`src/rtl/prgp_pkg.sv`:
```
// shared widths, register indexes and types for the ground projection block
// no dependencies; compiled first

package prgp_pkg;

  localparam int PIX_W      = 12;
  localparam int FOC_W      = 12;
  localparam int ROT_W      = 16;
  localparam int ROW_W      = 3 * ROT_W;
  localparam int OFS_W      = 16;
  localparam int HGT_W      = 16;
  localparam int GND_W      = 16;
  localparam int CFG_ADDR_W = 3;
  localparam int CFG_DATA_W = ROW_W;

  // normalized coordinate: magnitude of pixel times 2^16 over focal length, then signed
  localparam int FRAC_W = 16;
  localparam int NMAG_W = PIX_W + FRAC_W;
  localparam int NRM_W  = NMAG_W + 1;

  // ray components and their magnitudes
  localparam int V_W   = 46;
  localparam int MAG_W = V_W - 1;

  // plane path
  localparam int PQ_W   = 18;
  localparam int PNUM_W = MAG_W + HGT_W;

  // horizon path
  localparam int HS_W   = 31;
  localparam int SQ_W   = 2 * HS_W + 1;
  localparam int RT_W   = 32;
  localparam int HL_W   = 15;
  localparam int HNUM_W = HS_W + HL_W;
  localparam int HQ_W   = HL_W;

  localparam logic [CFG_ADDR_W-1:0] REG_ROT_ROW0 = 3'd0;
  localparam logic [CFG_ADDR_W-1:0] REG_ROT_ROW1 = 3'd1;
  localparam logic [CFG_ADDR_W-1:0] REG_ROT_ROW2 = 3'd2;
  localparam logic [CFG_ADDR_W-1:0] REG_FOCAL_X  = 3'd3;
  localparam logic [CFG_ADDR_W-1:0] REG_FOCAL_Y  = 3'd4;
  localparam logic [CFG_ADDR_W-1:0] REG_OFFSET_X = 3'd5;
  localparam logic [CFG_ADDR_W-1:0] REG_OFFSET_Y = 3'd6;
  localparam logic [CFG_ADDR_W-1:0] REG_HEIGHT   = 3'd7;

  typedef struct packed {
    logic signed [V_W-1:0] v0;
    logic signed [V_W-1:0] v1;
    logic signed [V_W-1:0] v2;
  } ray_t;

  typedef struct packed {
    logic [ROW_W-1:0]        rot0;
    logic [ROW_W-1:0]        rot1;
    logic [ROW_W-1:0]        rot2;
    logic [FOC_W-1:0]        foc_x;
    logic [FOC_W-1:0]        foc_y;
    logic signed [OFS_W-1:0] ofs_x;
    logic signed [OFS_W-1:0] ofs_y;
    logic [HGT_W-1:0]        height;
  } cam_cfg_t;

  function automatic logic signed [ROT_W-1:0] rot_elem(input logic [ROW_W-1:0] row,
                                                       input int k);
    return $signed(row[ROT_W*k +: ROT_W]);
  endfunction

endpackage

```
`src/rtl/prgp_queue.sv`:
```
// small register queue between the front and back sections
// depends on prgp_pkg for the ray type

module prgp_queue import prgp_pkg::*; #(
  parameter int DEPTH = 4
) (
  input  logic clk,
  input  logic rst,
  input  logic push,
  input  ray_t din,
  input  logic pop,
  output ray_t head,
  output logic full,
  output logic empty
);

  localparam int PTR_W = (DEPTH > 1) ? $clog2(DEPTH) : 1;
  localparam int CNT_W = $clog2(DEPTH + 1);

  ray_t             slots [DEPTH];
  logic [PTR_W-1:0] wr_ptr, rd_ptr;
  logic [CNT_W-1:0] cnt;

  always_ff @(posedge clk) begin
    if (push) begin
      slots[wr_ptr] <= din;
    end
  end

  always_ff @(posedge clk) begin
    if (rst) begin
      wr_ptr <= '0;
      rd_ptr <= '0;
      cnt    <= '0;
    end else begin
      if (push) begin
        wr_ptr <= (wr_ptr == PTR_W'(DEPTH - 1)) ? '0 : wr_ptr + 1'b1;
      end
      if (pop) begin
        rd_ptr <= (rd_ptr == PTR_W'(DEPTH - 1)) ? '0 : rd_ptr + 1'b1;
      end
      if (push && !pop) begin
        cnt <= cnt + 1'b1;
      end else if (pop && !push) begin
        cnt <= cnt - 1'b1;
      end
    end
  end

  assign head  = slots[rd_ptr];
  assign full  = cnt == CNT_W'(DEPTH);
  assign empty = cnt == '0;

  a_no_overflow: assert property (@(posedge clk) disable iff (rst) push |-> !full)
    else $error("queue written while full");
  a_no_underflow: assert property (@(posedge clk) disable iff (rst) pop |-> !empty)
    else $error("queue read while empty");
  a_push_fills: assert property (@(posedge clk) disable iff (rst)
    (push && !pop) |=> !empty)
    else $error("queue empty after a lone write");
  a_idle_holds: assert property (@(posedge clk) disable iff (rst)
    (!push && !pop) |=> $stable(cnt))
    else $error("queue count moved without a transfer");

endmodule

```
`config.mk`:
```
export PLATFORM = sky130hd
export DESIGN_NAME = prgp_queue
export DESIGN_NICKNAME = d
export VERILOG_FILES = /design/src/rtl/prgp_pkg.sv /design/src/rtl/prgp_queue.sv
export SDC_FILE = /design/constraint.sdc
export NUM_CORES = 1
export LEC_CHECK = 0
export BUFFER_PORTS_ARGS = -buffer_cell sky130_fd_sc_hd__buf_2
export CORE_ASPECT_RATIO = 2
export CORE_MARGIN = 2
export CORE_UTILIZATION = 40
export DETAILED_ROUTE_END_ITERATION = 8
export PLACE_DENSITY_LB_ADDON = 0.12
export RECOVER_POWER = 50
export SYNTH_ARGS = -nofsm -noshare
export SYNTH_HDL_FRONTEND = slang
export SYNTH_SLANG_ARGS = --single-unit
```
`constraint.sdc`:
```
create_clock -name clk -period 4 [get_ports clk]
set_input_delay 0.4 -clock clk [delete_from_list [all_inputs] [get_ports clk]]
set_output_delay 0.4 -clock clk [all_outputs]
set_load 0.05 [all_outputs]
```
# ---- Word-level counts from Yosys, hierarchy flattened
# Memories as Yosys holds them, arrays and structs flattened. A register that Yosys moved wholly into a read port is not among the register bits.
# Index checks and enable logic that the tools add are counted.
dict set report op_classes {
  add_sub_neg 4
  eq_ne 3
  mux 8
  n_reduce_logical 6
}
# operator n
set ops {}
lappend ops {{$mux 2} 4}
lappend ops {{$mux 3} 2}
lappend ops {{$add 2x1->2 const B} 2}
lappend ops {{$eq 2x2->1 const B} 2}
lappend ops {{$add 3x1->3 const B} 1}
lappend ops {{$eq 3x3->1 const B} 1}
lappend ops {{$logic_not 3->1} 1}
lappend ops {{$sub 3x1->3 const B} 1}
lappend ops {{$logic_and 1x1->1} 2}
lappend ops {{$logic_not 1->1} 2}
lappend ops {{$mux 1} 2}
lappend ops {{$reduce_bool 2->1} 1}
dict set report word_totals {
  reg_bits 7
  ramBits 552
  inputBits 142
  output_inout_bits 140
  elab_cells 25
  mem_count 1
}
# name words word_bits rd rd_ports_with_merged_regs wr line
set mem_list {}
lappend mem_list {slots 4 138 1 1 1 prgp_queue.sv:20} ;# ray_t slots [DEPTH];

# ---- Depth between registers and ports, before layout
dict set report logic_depth {
  ltp_word 4
  depth_mapped 7
  ltp_nobuf 7
}

# ---- Worst setup path after synthesis
# Ideal clock, no wire load.
dict set report synth_timing {
  path_kind {reg-to-reg}
  from {register wr_ptr[0]}
  to {memory slots[3][0] (netlist bit), enable pin}
  setup_ps 513
  arrival_time_ps 3704
  slack_ps -217
  stages_incl_launch_ff 3
  path_buffers 0
  cell_sequence {dfxtp_1 > ha_1 > and2_1}
}
# element line
set synth_rtl {}
lappend synth_rtl {{start: declaration} prgp_queue.sv:21} ;# logic [PTR_W-1:0] wr_ptr, rd_ptr;
lappend synth_rtl {{start signal: assignment} prgp_queue.sv:37} ;# wr_ptr <= (wr_ptr == PTR_W'(DEPTH - 1)) ? '0 : wr_ptr + 1'b1;
lappend synth_rtl {{end: declaration} prgp_queue.sv:20}
# No word-level cell before the write port.

==> qor_table.md <==
| Stage | Quantity | Reported |
| --- | --- | --- |
| global routing | Antenna violations before repair | 2 |
| yosys | Portion of synthesized cell area occupied by the leading cell type | 0.8098 |
| drt | Vias post-DR | 9,233 |
| yosys | Count of synthesis-stage warnings from yosys | 0 |
| global routing | Total grt overflow | 0 |
| drt | Number of DRC markers in iteration 0 | 642 |
| sta | Least-Margin Pin Slew | 2.243 ns |
| sta | Final worst setup slack | 0.9405 ns |
| place | Buffers added on ports | 281 |
| final layout | Area of all placed cells without fillers | 24,410 um2 |
| power | Leakage power | 7.811 nW |
| drt | Antenna viol nets, final | 0 |
| sta | RSZ-0062 raised after global routing | false |
| place | Placer congestion estimate | 0.7085 |
| hold path | Class of the most critical hold timing path | in -> reg |
| die | DIE AREA | 53,110 um2 |
| power | Worst supply voltage drop on vdd | 0.3907 mV |
| clocking | Clock tree root driver cell | clkbuf_16 |
| clocking | TritonCTS clock tree | yes |
| setup path | Worst path required time | 3.60 ns |
| run | Max Cap Violations | 3 |
| setup path | Setup crit start kind | flip-flop |
| drt | Via density per instance | 5.095 |
| die | Horiz. Die Dim | 164.0 um |
| drt | Drt first pass iters | 4 |
| clocking | Clk buf depth | 3 |
| place | Placed cell area | 22,640 um2 |
| sta | Worst Skew | 0.01744 ns |
| clocking | Number of gates resized after cts | 0 |
| sta | F_max | 0.3268 GHz |
| yosys | Unique masters post-synth | 20 |
| setup path | CP Capture Type | primary output |
| sta | Min Hold Slack | 0.08308 ns |
| die | Floorplan Core Area | 50,800 um2 |
| die | Row count | 117 |
| clocking | CTS H-Tree Depth | 2 |
| drt | Drc violations | 0 |
| clocking | Number of clock buffers inserted by TritonCTS | 49 |
| final layout | Fillers | 4,225 |
| setup path | Arr. time, crit path | 2.66 ns |
| global routing | Via count of the first global-routing pass | 10,030 |
| die | Vert. Die Dim | 323.9 um |
| yosys | Syn Inst Count | 765 |
| clocking | Clock latency of the later-clocked register in the worst-skew pair | 0.58 ns |
| yosys | Synth Register Bits | 561 |
| yosys | Net count of the mapped netlist | 914 |
| yosys | Number of enable flip-flop cells after synthesis | 552 |
| global routing | First-pass GRT wire length | 62,220 um |
| setup path | Worst Path Class, Setup | reg -> out |
| sta | Sum Neg Setup Slack | 0 ns |
| sta | # setup viols final | 0 |
| yosys | Average cell area after synthesis | 26.76 um2 |
| run status | Violated checks | max-capacitance violations, max-slew violations |
| sta | Minimum period implied by the final worst setup slack | 3.060 ns |
| place | DP Worst Slack | 1.427 ns |
| yosys | Most common cell in the netlist | edfxtp_1 |
| yosys | Share of synthesized area occupied by flip-flops and latches | 0.8186 |
| sta | Count of final max-slew check failures | 108 |
| sta | Hold violation count in the final report | 0 |
| yosys | Share of synthesized flip-flops with an asynchronous set or reset | 0 |
| final layout | Final #Nets | 1,265 |
| yosys | Leading cell types by total area after synthesis | edfxtp_1 (81%), mux4_2 (15%), buf_12 (1.1%) |
| place | Sum of net half-perimeters after detailed placement | 25,690 um |
| clocking | Clock Pin Slew Worst Setup and Hold Paths | 0.07 ns |
| drt | Post-detailed-route wirelength per cell | 23.32 um |
| sta | Max-slew headroom at the worst pin | -0.4952 |
| die | Initial standard-cell utilization of the core | 0.4030 |
| clocking | Total number of clock tree sinks | 561 |
| final layout | Area growth from synthesis to final layout | 19.27% |
| yosys | Most common library cells after synthesis | edfxtp_1 (552), mux4_2 (138), buf_2 (13) |
| setup path | Worst Path Max Fanout | 35 |
| drt | Final WL | 42,260 um |
| yosys | Synthesized cell area | 20,470 um2 |
| final layout | Layout cell share with drive strength beyond 1 | 0.3241 |
| global routing | Global Route Usage Sum | 0.1601 |
| power | Power per standard cell area | 539.5 nW/um2 |
| sta | Fin crit share | 0.7649 |
| run status | Result of the run | finished with violations |
| yosys | Cell type with the largest total area after synthesis | edfxtp_1 |
| global routing | Pin count of the biggest net entering global routing | 56 |
| yosys | Dominant register cell in the synthesized netlist | edfxtp_1 |
| die | IO Pins | 282 |
-- sequential cells by signal (all words and copies together), names as in the netlist, named ones only --
register	count
wr_ptr	2
cnt	3
slots	552
rd_ptr	2
-- final cells by class --
type | instances | area [um2] | share of cell area
multi-input combinational | 169 | 3356 | 0.1375
antenna | 1 | 2.502 | 0.0001025
clock buffer | 54 | 1287 | 0.05274
inverter | 4 | 15.01 | 0.0006150
tap | 654 | 818.3 | 0.03352
sequential | 561 | 16760 | 0.6867
clock inverter | 38 | 311.5 | 0.01276
timing repair buffer | 331 | 1859 | 0.07616
-- report_power, final --
part           internal [mW]  switching (mW)  leakage, nW  total, mW
Combinational          0.492            1.18         1.88       1.67
Sequential              6.74          0.0875         5.15       6.82
Clock                   2.60            2.08        0.785       4.67
-- layout by cell type (no fill, tap or decap), drive strengths merged --
master	Yosys	final
and2	4	4
a21oi	2	2
diode	0	1
edfxtp	552	552
inv	4	6
fa	1	1
clkinvlp	0	3
xor2	2	2
dfxtp	9	9
nor2	7	7
nor3	1	1
dlygate4sd3	0	35
nor3b	2	2
bufinv	0	4
ha	6	6
clkbuf	2	192
buf	29	158
or3	1	1
mux4	138	138
clkinv	0	29
mux2i	4	4
o21ai	1	1
-- cells by family after synthesis --
group,synth area share
flip-flops,0.8186
multiplexers,0.1538
buffers and inverters,0.01760
AND/OR/NAND/NOR,0.003790
adder cells (fa/ha/maj),0.004645
AO/OA/AOI/OAI,0.0007333
XOR/XNOR,0.0008559
-- final timing paths --
check	from	to	slack [ns]	cells after the start
setup reg to reg	wr_ptr[0]	slots[1][53]	0.94	3
setup / recovery	flip-flop	head[99]	0.94	3
hold / removal	din[88]	slots[3][88]	0.08	1
hold reg to reg	cnt[2]	cnt[2]	0.50	2
-- repair_timing --
action | CTS | global route
endpoints found under the hold margin | 119 | 0
setup buffers | 0 | 0
setup endpoints to repair | 0 | 0
hold buffers | 35 | 0
-- worst max-delay path: stages (launching register included) --
cell and delay, ns:
dfxtp_4 0.86, buf_12 0.33, mux4_2 0.59, buf_2 0.24
-- layer usage --
layer  global-route usage  up-vias  wire length [um]
met2               0.2937      278             22850
met1               0.1799     4864             15480
li1                     -     4010                 -
met4              0.05497        4              1205
met5                    0        -                21
met3              0.03887       77              2702
-- metrics by stage --
step | power (mW) | std cells | utilization
floorplan | 8.168 | 765 | -
global placement | 8.643 | 1684 | 0.4457
detailed placement | 8.657 | 1684 | 0.4457
CTS | 13.40 | 1811 | 0.4841
global route | 13.66 | 1811 | 0.4806
finish | 13.17 | 1812 | 0.4806
No activity file was read; power rests on OpenSTA's default activity.
